$ cat src/complex_kernel_convolution_magnitude_macros.svh
// Assertion macros for the file that carries checks.
`ifndef COMPLEX_KERNEL_CONVOLUTION_MAGNITUDE_MACROS_SVH
`define COMPLEX_KERNEL_CONVOLUTION_MAGNITUDE_MACROS_SVH

// The consequent must hold in the same cycle as the antecedent.
`define CKCM_ASSERT_SAME(label, clk, rst, ante, cons, msg) \
   label: assert property (@(posedge clk) disable iff (rst) (ante) |-> (cons)) else $error(msg);

// The consequent must hold in the cycle after the antecedent.
`define CKCM_ASSERT_NEXT(label, clk, rst, ante, cons, msg) \
   label: assert property (@(posedge clk) disable iff (rst) (ante) |=> (cons)) else $error(msg);

`endif

$ cat src/ckcm_pkg.sv
package ckcm_pkg;

   localparam int MAX_COLS_DEF  = 256;
   localparam int MAX_ROWS_DEF  = 256;
   localparam int MAX_KSIDE_DEF = 15;

   // Depth of the queue between the front and the back part.
   localparam int QUEUE_DEPTH = 2;
   localparam int Q_PTR_W     = (QUEUE_DEPTH > 1) ? $clog2(QUEUE_DEPTH) : 1;
   localparam int Q_CNT_W     = $clog2(QUEUE_DEPTH + 1);

   // Image dimensions after saturation fit in this many bits (up to 8191).
   localparam int DIM_W = 13;
   localparam int ACC_W = 32;
   localparam int MAG_W = 17;
   localparam int CSR_IDX_W = 3;

   localparam logic [1:0] OP_COEF    = 2'd0;
   localparam logic [1:0] OP_PIXEL   = 2'd1;
   localparam logic [1:0] OP_REQUEST = 2'd2;

   localparam logic [CSR_IDX_W-1:0] REG_IMAGE_WIDTH  = 3'd0;
   localparam logic [CSR_IDX_W-1:0] REG_IMAGE_HEIGHT = 3'd1;
   localparam logic [CSR_IDX_W-1:0] REG_KHALF_WIDTH  = 3'd2;
   localparam logic [CSR_IDX_W-1:0] REG_KHALF_HEIGHT = 3'd3;

   typedef enum logic [1:0] {
      KIND_COEF,
      KIND_PIXEL,
      KIND_REQ
   } kind_type;

   typedef struct packed {
      kind_type           kind;
      logic [7:0]         row;
      logic [7:0]         col;
      logic [7:0]         pixel;
      logic signed [15:0] coef_real;
      logic signed [15:0] coef_imag;
   } item_type;

   // Configuration as the datapath sees it, already saturated.
   typedef struct packed {
      logic [DIM_W-1:0] width;
      logic [DIM_W-1:0] height;
      logic [2:0]       khw;
      logic [2:0]       khh;
   } cfg_type;

endpackage

$ cat src/ckcm_front.sv
module ckcm_front #(
   parameter int MAX_ROWS        = ckcm_pkg::MAX_ROWS_DEF,
   parameter int MAX_KERNEL_SIDE = ckcm_pkg::MAX_KSIDE_DEF
) (
   input  logic                clock,
   input  logic                reset,
   input  logic                start,
   output logic                busy,
   input  logic [1:0]          opcode,
   input  logic [7:0]          row,
   input  logic [7:0]          col,
   input  logic [7:0]          pixel,
   input  logic signed [15:0]  coef_real,
   input  logic signed [15:0]  coef_imag,
   input  ckcm_pkg::cfg_type   cfg,
   input  logic [ckcm_pkg::DIM_W-1:0] max_cols,
   output logic                head_valid,
   output ckcm_pkg::item_type  head,
   input  logic                pop
);

   ckcm_pkg::item_type entry_ff [ckcm_pkg::QUEUE_DEPTH];
   logic [ckcm_pkg::Q_PTR_W-1:0] wr_ptr_ff, wr_ptr_in, rd_ptr_ff, rd_ptr_in;
   logic [ckcm_pkg::Q_CNT_W-1:0] count_ff, count_in;
   ckcm_pkg::kind_type kind;
   logic keep, push;

   // Sort the word: out-of-range writes, requests outside the image and
   // unknown opcodes are dropped here and never reach the back part.
   always_comb begin
      kind = ckcm_pkg::KIND_REQ;
      keep = 1'b0;
      case (opcode)
         ckcm_pkg::OP_COEF: begin
            kind = ckcm_pkg::KIND_COEF;
            keep = (ckcm_pkg::DIM_W'(row) < ckcm_pkg::DIM_W'(MAX_KERNEL_SIDE)) &&
                   (ckcm_pkg::DIM_W'(col) < ckcm_pkg::DIM_W'(MAX_KERNEL_SIDE));
         end
         ckcm_pkg::OP_PIXEL: begin
            kind = ckcm_pkg::KIND_PIXEL;
            keep = (ckcm_pkg::DIM_W'(row) < ckcm_pkg::DIM_W'(MAX_ROWS)) &&
                   (ckcm_pkg::DIM_W'(col) < max_cols);
         end
         ckcm_pkg::OP_REQUEST: begin
            kind = ckcm_pkg::KIND_REQ;
            keep = (ckcm_pkg::DIM_W'(row) < cfg.height) &&
                   (ckcm_pkg::DIM_W'(col) < cfg.width);
         end
         default: keep = 1'b0;
      endcase
   end

   assign busy       = (count_ff == ckcm_pkg::Q_CNT_W'(ckcm_pkg::QUEUE_DEPTH));
   assign head_valid = (count_ff != '0);
   assign head       = entry_ff[rd_ptr_ff];
   assign push       = start && !busy && keep;

   always_comb begin
      wr_ptr_in = wr_ptr_ff;
      rd_ptr_in = rd_ptr_ff;
      count_in  = count_ff;
      if (push) begin
         wr_ptr_in = (wr_ptr_ff == ckcm_pkg::Q_PTR_W'(ckcm_pkg::QUEUE_DEPTH - 1)) ?
                     '0 : wr_ptr_ff + 1'b1;
      end
      if (pop) begin
         rd_ptr_in = (rd_ptr_ff == ckcm_pkg::Q_PTR_W'(ckcm_pkg::QUEUE_DEPTH - 1)) ?
                     '0 : rd_ptr_ff + 1'b1;
      end
      if (push && !pop) begin
         count_in = count_ff + 1'b1;
      end else if (pop && !push) begin
         count_in = count_ff - 1'b1;
      end
   end

   always_ff @(posedge clock) begin
      if (reset) begin
         wr_ptr_ff <= '0;
         rd_ptr_ff <= '0;
         count_ff  <= '0;
      end else begin
         wr_ptr_ff <= wr_ptr_in;
         rd_ptr_ff <= rd_ptr_in;
         count_ff  <= count_in;
      end
   end

   always_ff @(posedge clock) begin
      if (push) begin
         entry_ff[wr_ptr_ff] <= '{kind: kind, row: row, col: col, pixel: pixel,
                                  coef_real: coef_real, coef_imag: coef_imag};
      end
   end

endmodule

$ cat config.mk
export PLATFORM = sky130hd
export DESIGN_NAME = ckcm_front
export DESIGN_NICKNAME = d
export VERILOG_FILES = /design/src/complex_kernel_convolution_magnitude_macros.svh /design/src/ckcm_pkg.sv /design/src/ckcm_front.sv
export SDC_FILE = /design/constraint.sdc
export NUM_CORES = 1
export LEC_CHECK = 0
export BUFFER_PORTS_ARGS = -buffer_cell sky130_fd_sc_hd__buf_2
export CAP_MARGIN = 40
export CORE_MARGIN = 8
export CORE_UTILIZATION = 46
export CTS_CLUSTER_DIAMETER = 50
export CTS_CLUSTER_SIZE = 24
export DETAILED_ROUTE_END_ITERATION = 7
export PLACE_DENSITY = 0.85
export SETUP_SLACK_MARGIN = 0.1
export SLEW_MARGIN = 25
export SYNTH_ARGS = -nofsm -noshare
export SYNTH_HDL_FRONTEND = slang
export SYNTH_SLANG_ARGS = --single-unit
$ cat constraint.sdc
create_clock -name clock -period 5.25 [get_ports clock]
set_clock_uncertainty 0.15 [all_clocks]
set_input_delay 1.05 -clock clock [delete_from_list [all_inputs] [get_ports clock]]
set_output_delay 1.05 -clock clock [all_outputs]
set_load 0.03 [all_outputs]
Word-level counts from Yosys, hierarchy flattened
Memory sizes are Yosys's and may differ from the RTL's. A register that Yosys moved wholly into a read port is not among the register bits. Cells that the tools add are included.

Flip-flop bits (word level): 4. Memory bits (writable): 116. Output and inout port bits: 60. Memories kept: 1.

Add/sub/neg operators: 4. Magnitude comparators: 5. Equal/unequal tests: 3. Multiplexer cells: 10. Reductions and logical operators: 12.

Memory list: entry_ff (depth 2, bits a word 58, rd ports 1, clocked after memory_dff 1, wr ports 1, RTL line ckcm_front.sv:22) `ckcm_pkg::item_type entry_ff [ckcm_pkg::QUEUE_DEPTH];`.

Operators by type and width (count): $lt 8x13->1 (3); $lt 8x4->1 const B (2); $logic_and 1x1->1 (6); $mux 1 (6); $eq 2x2->1 const B (2); $mux 2 (2); $pmux 2 s2 (1); $reduce_bool 2->1 (2); $logic_not 1->1 (3); $pmux 1 s3 (1); $add 1x1->1 const B (2); $add 2x1->2 const B (1); $eq 2x1->1 const B (1); $logic_not 2->1 (1); $sub 2x1->2 const B (1).

Longest topological paths before layout
Gate-level depths: netlist of run 1.

Word-level depth: 8. Gate-level depth with buffers: 11.

Worst setup path after synthesis of run 1
No wires, ideal clock.

Kind: input -> register. Start point: input port cfg[25] (netlist name). End point: memory entry_ff[0][0] (netlist name), enable pin. Setup time: 0.481 ns. Arrival time: 5.087 ns. Data required time: 4.619 ns. Path slack: -0.468 ns. Stages: 8. Buffers on the path: 0. Cell sequence: inv_1 ha_1 a21o_1 a21oi_1 nor2_1 or3b_1 o41ai_4 nor2b_1.

Longest elaborated chain between the ends: 6.

Ends and longest elaborated chain: from (decl) (RTL line ckcm_front.sv:15) `input ckcm_pkg::cfg_type cfg,`; $lt 8x13->1 (RTL line ckcm_front.sv:47) `(ckcm_pkg::DIM_W'(col) < cfg.width);`; $logic_and 1x1->1 (RTL line ckcm_front.sv:46) `keep = (ckcm_pkg::DIM_W'(row) < cfg.height) &&`; $pmux 1 s3 (RTL line ckcm_front.sv:33) `case (opcode)`; $logic_and 1x1->1 (RTL line ckcm_front.sv:56) `assign push = start && !busy && keep;`; $mux 1 (RTL line ckcm_front.sv:90) `if (push) begin`; $mux 1 (implied by the code) (RTL line ckcm_front.sv:91) `entry_ff[wr_ptr_ff] <= '{kind: kind, row: row, col: col, pixel: pixel,`; to (decl) (RTL line ckcm_front.sv:22).

Every way passes these cells.

Final worst setup path of run 1
Start point: input port col[6]. End point: memory entry_ff[0][3] (netlist name), enable pin.

Longest elaborated chain between the ends: 6. Elaborated cells between the ends (all ways): 9.

Ends and longest elaborated chain: from (decl) (RTL line ckcm_front.sv:11) `input logic [7:0] col,`; $lt 8x13->1 or $lt 8x4->1 (tied branches) (RTL line ckcm_front.sv:47, ckcm_front.sv:37); $logic_and 1x1->1, on equally long branches (RTL line ckcm_front.sv:46, ckcm_front.sv:36); $pmux 1 s3 * (RTL line ckcm_front.sv:33); $logic_and 1x1->1 * (RTL line ckcm_front.sv:56); $mux 1 * (RTL line ckcm_front.sv:90); $mux 1 (implied by the code) * (RTL line ckcm_front.sv:91).

Mark *: on every way between the ends. The rest lies on a longest branch, timed or not.

==> flow_summary.json, run 1 <==
{
  "p_leak_nw": 2.69,
  "syn_inst": 299,
  "use_met2_pct": 26.5,
  "clk_pin_slew_ps": 50,
  "path_max_fanout": 58,
  "dp_hpwl_um": 7830,
  "cts_buffers": 17,
  "routed_wl_um": 10900,
  "ctsResizeCount": 0,
  "finalSetupTns_ps": 0,
  "power_density_nw_per_um2": 397,
  "ys_ff_latch": 121,
  "worstHoldStart": "count_ff[1]",
  "arrival_ps": 3590,
  "synth_fa_ha_area_share_pct": 5.43,
  "place.port_buffers": 160,
  "hold_viol": 0,
  "hold_path_class": "reg2reg",
  "layout-drive-gt1-share_pct": 44.4,
  "gp_congestion": 0.791,
  "dpl_worst_slack_ps": 1090,
  "cts_tree": "yes",
  "synthSimpleGateAreaFrac_pct": 4.22,
  "internal_power_mw": 1.95,
  "ctsRootBufferMaster": "clkbuf_8",
  "outcome": "finished, final reports clean",
  "layout_commonest_cell": "buf_2",
  "met1_usage_pct": 16.6,
  "layout_min_cycle_time_ps": 3610,
  "switching_share_pct": 25.5,
  "via_count": 3146,
  "fin_area_um2": 6580,
  "cts_setup_buffers": 0,
  "r2r_slack_ps": 2320,
  "grt_pass1_vias": 3600,
  "pwr-share-comb_pct": 15.6,
  "timing.hold.ws_ps": 369,
  "clock-sinks": 121,
  "viasPerCell": 5.02,
  "fin_util_pct": 61.0,
  "slew_headroom_pct": 47.5,
  "antenna_found_initial": 0,
  "ys_types": 39,
  "ir_drop_mv": 0.321,
  "nFillCells": 820,
  "power_frac_seq_pct": 45.0,
  "met3_usage_pct": 5.58,
  "overflow": 0,
  "area_growth_pct": 29.9,
  "synth_xor_area_share_pct": 0.519,
  "synth_top_family_by_area": "multiplexers",
  "regArea_um2": 3590,
  "synth_area_per_cell_um2": 16.9,
  "end_kind": "flop",
  "nets": 603,
  "num_rows": 38,
  "clock_power_share_pct": 39.4,
  "dieArea_um2": 14600,
  "ios": 167,
  "die_h_um": 121,
  "clock_latency_ps": 500,
  "drtIter0Drc": 183,
  "grt_pass1_wl_um": 17200,
  "core-area_um2": 10800,
  "grt_max_degree": 59,
  "ant_nets": 0,
  "max_freq_mhz": 277,
  "timing.final.ws_setup_ps": 1640,
  "cp.required_ps": 5230,
  "rsz0062_at_grt": "no",
  "synth_compound_gate_area_share_pct": 3.61,
  "synth_area_um2": 5070,
  "multi_input_area_um2": 1380,
  "ctsHtreeMaxLevel": 4,
  "finalSetupViolCount": 0,
  "holdBufCountCts": 0,
  "cp-start-kind": "input port",
  "dp.cells": 595,
  "crit_type": "in2reg",
  "fp.dieW_um": 121,
  "fin_cells": 627,
  "power_mw": 2.61,
  "drv_cap": 0,
  "yosysWarnings": 0,
  "syn-num-nets": 428,
  "grt_busiest_layer": "met2",
  "rr_startpoint": "count_ff[0]",
  "drv_slew": 0,
  "clock_path_buffers": 2,
  "routedWlPerCell_um": 17.4,
  "worst_pin_slew_ps": 788,
  "grt_usage_pct": 15.3,
  "start_util_pct": 46.9,
  "finalCritPeriodShare_pct": 68.8,
  "placed_area_um2": 6050,
  "drc": 0,
  "crit_path_start": "col[6]",
  "final_cell_mix": "160 x buf_2, 116 x edfxtp_1, 40 x mux2_1",
  "ys_seq_area_share_pct": 70.7,
  "net-switching-power_uw": 667,
  "first_pass_iters": 4,
  "synth_mux_area_share_pct": 13.2
}
-- registers in the layout, summed over array words and instances, names as in the netlist, named ones only --
name       count
rd_ptr_ff      1
entry_ff     116
wr_ptr_ff      1
count_ff       2
-- path summary, 6_finish.rpt --
path / end / depth (start not counted)
setup / recovery: entry_ff[0][3] / 9
hold / removal: count_ff[1] / 2
setup reg to reg: entry_ff[0][3] / 6
hold reg to reg: count_ff[1] / 2
-- power by group through the flow --
| stage | clock (mW) | combinational [mW] | sequential, mW |
|---|---|---|---|
| floorplan | 0 | 0.278 | 1.18 |
| global placement | 0 | 0.402 | 1.19 |
| detailed placement | 0 | 0.412 | 1.20 |
| CTS | 1.05 | 0.415 | 1.18 |
| global route | 1.09 | 0.440 | 1.18 |
| finish | 1.03 | 0.407 | 1.18 |
-- critical path, stage by stage --
cell and delay (ps):
buf_2 140, ha_1 310, a21o_1 160, a21oi_1 130
nor2_1 60, or3b_1 410, o41ai_4 440, nor2b_4 220
buf_4 610
-- cell families after synthesis --
kind of cell / Yosys count
mux: 59
flops: 121
simple gates: 39
buf+inv: 31
fa+ha+maj: 22
xor+xnor: 3
compound gates: 24
-- synth_stat cells --
library cell / count / area [um^2]
edfxtp_1: 116 / 3480
mux2_1: 40 / 450
inv_1: 24 / 90.1
ha_1: 22 / 275
mux2_2: 18 / 203
nor2_1: 11 / 41.3
a21oi_1: 7 / 35.0
dfxtp_1: 5 / 100
clkbuf_1: 4 / 15.0
nand3_1: 4 / 20.0
o21ai_0: 4 / 20.0
a21o_1: 3 / 22.5
buf_1: 3 / 11.3
nand2b_1: 3 / 18.8
nand4_1: 3 / 18.8
nor2b_1: 3 / 18.8
nor3_1: 3 / 15.0
a211oi_1: 2 / 15.0
nand2_1: 2 / 7.51
o211ai_1: 2 / 15.0
xor2_1: 2 / 17.5
a2111oi_0: 1 / 8.76
a211o_1: 1 / 8.76
a211oi_2: 1 / 12.5
a21oi_2: 1 / 8.76
and2_1: 1 / 6.26
mux2_4: 1 / 15.0
nand3b_1: 1 / 7.51
nor2_2: 1 / 6.26
nor3b_1: 1 / 7.51
nor4_1: 1 / 6.26
o32ai_1: 1 / 8.76
o41ai_4: 1 / 27.5
or2_2: 1 / 6.26
or3_1: 1 / 6.26
or3b_1: 1 / 8.76
or4_1: 1 / 7.51
or4_4: 1 / 11.3
xnor2_1: 1 / 8.76
-- area by class of cell --
cell class	count	share of cell area (%)
diodes	1	0.0380
clock buffers	18	6.35
clock inverters	13	1.69
inverters	24	1.37
multi-input cells	147	20.9
flip-flops and latches	121	54.5
well taps	140	2.66
repair buffers	163	12.5
-- layer usage --
| layer | share of wire [%] | vias up |
|---|---|---|
| li1 | - | 1493 |
| met1 | 40 | 1505 |
| met2 | 50 | 134 |
| met3 | 8.0 | 14 |
| met4 | 1.3 | 0 |
| met5 | 0 | - |
Note: power is estimated with default switching activity, not from simulation.
==> run 2: changes to the inputs <==
--- a/config.mk
+++ b/config.mk
@@ -8,11 +8,11 @@
 export BUFFER_PORTS_ARGS = -buffer_cell sky130_fd_sc_hd__buf_2
 export CAP_MARGIN = 40
 export CORE_MARGIN = 8
-export CORE_UTILIZATION = 46
+export CORE_UTILIZATION = 50
 export CTS_CLUSTER_DIAMETER = 50
 export CTS_CLUSTER_SIZE = 24
 export DETAILED_ROUTE_END_ITERATION = 7
-export PLACE_DENSITY = 0.85
+export PLACE_DENSITY = 0.87
 export SETUP_SLACK_MARGIN = 0.1
 export SLEW_MARGIN = 25
 export SYNTH_ARGS = -nofsm -noshare
==> constraint.sdc (replaced) <==
create_clock -name clock -period 3.7 [get_ports clock]
set_clock_uncertainty 0.15 [all_clocks]
set_input_delay 0.74 -clock clock [delete_from_list [all_inputs] [get_ports clock]]
set_output_delay 0.74 -clock clock [all_outputs]
set_load 0.03 [all_outputs]
==> flow_summary.json, run 2 (synthesized netlist as in run 1, its figures left out) <==
{
  "hold_path_class": "in2reg",
  "holdBufCountCts": 0,
  "switching_share_pct": 24.8,
  "worstHoldStart": "coef_real[3]",
  "cts_tree": "yes",
  "layout-drive-gt1-share_pct": 45.2,
  "finalSetupTns_ps": 0,
  "layout_commonest_cell": "buf_2",
  "clock_latency_ps": 500,
  "slew_headroom_pct": 58.8,
  "outcome": "finished, final reports clean",
  "core-area_um2": 9820,
  "place.port_buffers": 160,
  "fp.dieW_um": 117,
  "first_pass_iters": 4,
  "hold_viol": 0,
  "final_cell_mix": "160 x buf_2, 116 x edfxtp_1, 40 x mux2_1",
  "largest_reg_flops": 116,
  "clock-sinks": 121,
  "internal_power_mw": 2.93,
  "drtIter0Drc": 183,
  "ctsHtreeMaxLevel": 4,
  "cp.required_ps": 2810,
  "drv_cap": 0,
  "dieArea_um2": 13600,
  "routed_wl_um": 11100,
  "viasPerCell": 5.08,
  "antenna_found_initial": 0,
  "gp_congestion": 0.800,
  "routedWlPerCell_um": 17.9,
  "die_h_um": 117,
  "overflow": 0,
  "max_freq_mhz": 331,
  "area_growth_pct": 32.2,
  "via_count": 3159,
  "dp_hpwl_um": 8050,
  "p_leak_nw": 2.74,
  "power_density_nw_per_um2": 581,
  "clk_pin_slew_ps": 60,
  "antennaDiodeCount": 0,
  "path_max_fanout": 36,
  "finalSetupViolCount": 0,
  "start_util_pct": 51.6,
  "arrival_ps": 2130,
  "clock_power_share_pct": 41.8,
  "worst-r2r-cell-count": 6,
  "cts_buffers": 17,
  "end_kind": "output port",
  "ir_drop_mv": 0.274,
  "ios": 167,
  "grt_pass1_vias": 3433,
  "drc": 0,
  "hold-path-cell-count": 1,
  "grt_pass1_wl_um": 16800,
  "fin_util_pct": 68.2,
  "ctsRootBufferMaster": "clkbuf_8",
  "finalCritPeriodShare_pct": 81.7,
  "largest-register": "entry_ff",
  "cp-start-kind": "flop",
  "crit_type": "reg2out",
  "power_frac_seq_pct": 42.7,
  "ant_nets": 0,
  "net-switching-power_uw": 965,
  "clock_path_buffers": 2,
  "top_regs": "entry_ff x116, count_ff x2",
  "worst_pin_slew_ps": 617,
  "grt_max_degree": 37,
  "rr_startpoint": "count_ff[0]",
  "rsz0062_at_grt": "no",
  "ctsResizeCount": 0,
  "drv_slew": 0,
  "layout_min_cycle_time_ps": 3020,
  "cts_setup_buffers": 0,
  "grt_usage_pct": 16.6,
  "pwr-share-comb_pct": 15.6,
  "nets": 605,
  "num_rows": 36
}
[run 2: cell types whose count changed in the layout (fill, tap and decap cells not counted), moves of 2 or more]
cell	before	now
buf_12	0	3
clkinv_1	5	3
clkinv_4	0	3
clkinv_2	5	1
bufinv_16	2	4
[run 2: layout make-up]
| cell class | count | area, um^2 |
|---|---|---|
| Inverter | 24 | 90.1 |
| Tap cell | 133 | 166 |
| Clock inverter | 13 | 178 |
| Timing Repair Buffer | 165 | 876 |
| Sequential cell | 121 | 3580 |
| Fill cell | 707 | 3120 |
| Multi-Input combinational cell | 147 | 1380 |
| Clock buffer | 19 | 422 |
[run 2: power groups by stage]
stage / sequential [mW] / combinational [mW] / clock [mW]
after floorplan: 1.67 / 0.398 / 0
after CTS: 1.66 / 0.616 / 1.66
final: 1.66 / 0.607 / 1.63
after global routing: 1.67 / 0.650 / 1.72
after global placement: 1.68 / 0.595 / 0
after detailed placement: 1.69 / 0.610 / 0
[run 2: worst paths after layout]
kind                endpoint  slack, ps
min          entry_ff[0][19]        280
max                 head[32]        680
min reg2reg      count_ff[1]        360
max reg2reg   entry_ff[0][4]       1110
[run 2: stage by stage]
step	setup WS [ps]	cells	total power, mW	hold slack (ps)	area (um^2)
6_report	678	622	3.89	275	6700
5_1_grt	565	622	4.04	245	6700
4_1_cts	634	622	3.93	244	6700
3_5_place_dp	261	590	2.30	345	6100
3_3_place_gp	339	590	2.27	330	6100
2_1_floorplan	122	299	2.07	311	5080
[run 2: per-layer routing]
| layer | vias up | track usage, % | wire length [um] |
|---|---|---|---|
| li1 | 1498 | - | - |
| met1 | 1502 | 18.8 | 4510 |
| met2 | 152 | 28.6 | 5590 |
| met3 | 7 | 5.43 | 925 |
| met4 | 0 | 6.14 | 88 |
| met5 | - | 0 | 0 |
[run 2: critical path: stages (launching register included)]
cell and delay (ps):
dfxtp_2 720, buf_12 300, mux2_2 390, buf_2 180
==> run 3: changes to the inputs <==
==> constraint.sdc (replaced) <==
create_clock -name clock -period 2.9 [get_ports clock]
set_clock_uncertainty 0.15 [all_clocks]
set_input_delay 0.58 -clock clock [delete_from_list [all_inputs] [get_ports clock]]
set_output_delay 0.58 -clock clock [all_outputs]
set_load 0.03 [all_outputs]
==> flow_summary.json, run 3 (synthesized netlist as in run 1, its figures left out) <==
{
  "die_h_um": 117,
  "gp_congestion": 0.764,
  "worst-r2r-cell-count": 7,
  "net-switching-power_mw": 1.24,
  "cts_setup_buffers": 0,
  "power_density_nw_per_um2": 732,
  "placed_area_um2": 6230,
  "worst_path_dominant_cell_family": "simple AND/OR/NAND/NOR gates",
  "first_pass_iters": 4,
  "highest_layer": "met4",
  "crit_type": "in2reg",
  "timing.final.ws_setup_ps": 304,
  "via_count": 3195,
  "drtIter0Drc": 146,
  "dieArea_um2": 13600,
  "drv_cap": 0,
  "antennaDiodeCount": 0,
  "core-area_um2": 9820,
  "dpl_worst_slack_ps": -215,
  "clk_pin_slew_ps": 60,
  "ctsRootBufferMaster": "clkbuf_8",
  "grt_pass1_vias": 3562,
  "ant_nets": 0,
  "power_frac_seq_pct": 42.1,
  "finalCritPeriodShare_pct": 89.5,
  "dp.cells": 600,
  "cp.required_ps": 3180,
  "arrival_ps": 2880,
  "grt_pass1_wl_um": 17700,
  "clock_latency_ps": 500,
  "grt_usage_pct": 17.3,
  "layout_commonest_cell": "buf_2",
  "timing.critical_path.mode_cell": "a21oi_1",
  "wl_met2_um": 5790,
  "viasPerCell": 5.06,
  "power_mw": 5.00,
  "drc": 0,
  "cts_buffers": 17,
  "path_max_fanout": 4,
  "ir_drop_mv": 0.357,
  "p_leak_nw": 2.80,
  "area_growth_pct": 34.7,
  "fin_area_um2": 6820,
  "num_rows": 36,
  "nFillCells": 667,
  "clock_power_share_pct": 41.6,
  "crit_chain": "buf_2 -> inv_12 -> ha_4 -> a21o_1 -> a21oi_1 -> nor2_1 -> or3b_4 -> o41ai_4 -> ha_1 -> or3_1 -> a21oi_1",
  "outcome": "finished, final reports clean",
  "fin_cells": 632,
  "routed_wl_um": 11200,
  "regArea_um2": 3580,
  "r2r_end": "count_ff[1]",
  "largest-register": "entry_ff",
  "r2r_slack_ps": 430,
  "path_depth": 11,
  "fin_util_pct": 69.5,
  "drv_slew": 0,
  "largest_reg_flops": 116,
  "top_regs": "entry_ff x116, count_ff x2",
  "slowest_delay_ps": 380,
  "place.port_buffers": 160,
  "finalSetupViolCount": 0,
  "ctsResizeCount": 0,
  "pwr-share-comb_pct": 16.3,
  "max_freq_mhz": 385,
  "layout_min_cycle_time_ps": 2600,
  "rr_startpoint": "count_ff[0]",
  "timing.hold.ws_ps": 123,
  "hold_path_class": "in2reg",
  "cp-start-kind": "input port",
  "slowest_stage": "or3b_4",
  "dp_hpwl_um": 8230,
  "final_cell_mix": "160 x buf_2, 116 x edfxtp_1, 40 x mux2_1",
  "fp.dieW_um": 117,
  "nets": 615,
  "routedWlPerCell_um": 17.7,
  "end_kind": "flop",
  "slew_headroom_pct": 68.6,
  "hold_viol": 0,
  "multi_input_area_um2": 1400,
  "met3_length_um": 914,
  "internal_power_mw": 3.75,
  "rsz0062_at_grt": "no",
  "finalSetupTns_ps": 0,
  "start_util_pct": 51.6,
  "overflow": 0,
  "antenna_found_initial": 0,
  "crit_buf_inv": 2,
  "ios": 167,
  "worst_pin_slew_ps": 469,
  "clock_path_buffers": 2,
  "setup.worst_path.end": "count_ff[1]",
  "wl_met1_um": 4350,
  "cts_tree": "yes",
  "clock-sinks": 121,
  "grt_max_degree": 59,
  "crit_path_start": "cfg[25]",
  "ctsHtreeMaxLevel": 4,
  "switching_share_pct": 24.9,
  "layout-drive-gt1-share_pct": 46.9,
  "holdBufCountCts": 0
}
run 3: metal layers:
layer | vias up | track usage (%)
met4 | 0 | 6.91
met3 | 15 | 5.89
li1 | 1520 | -
met2 | 129 | 30.7
met1 | 1531 | 18.6
met5 | - | 0
run 3: worst min path at each step:
stage | from | endpoint | slack [ps] | cells after the start
2_1_floorplan | count_ff[1] | count_ff[1] | 310 | 2
3_3_place_gp | count_ff[1] | count_ff[1] | 330 | 2
3_5_place_dp | rd_ptr_ff | flop | 360 | 2
4_1_cts | pixel[3] | entry_ff[1][35] | 90 | 1
5_1_grt | coef_real[10] | entry_ff[1][26] | 90 | 1
6_report | coef_real[9] | entry_ff[0][25] | 120 | 1
run 3: cell type report:
type,count,share of cell area (%)
clock buffer,18,6.13
clock inverter,14,2.62
inverter,24,1.50
multi-input combinational,147,20.5
sequential,121,52.5
tap,133,2.44
timing repair buffer,175,14.3
run 3: power by group through the flow:
stage,clock (mW),sequential [mW],combinational (mW)
finish,2.08,2.11,0.812
floorplan,0,2.13,0.511
CTS,2.12,2.11,0.827
global placement,0,2.13,0.797
global route,2.22,2.12,0.874
detailed placement,0,2.14,0.820
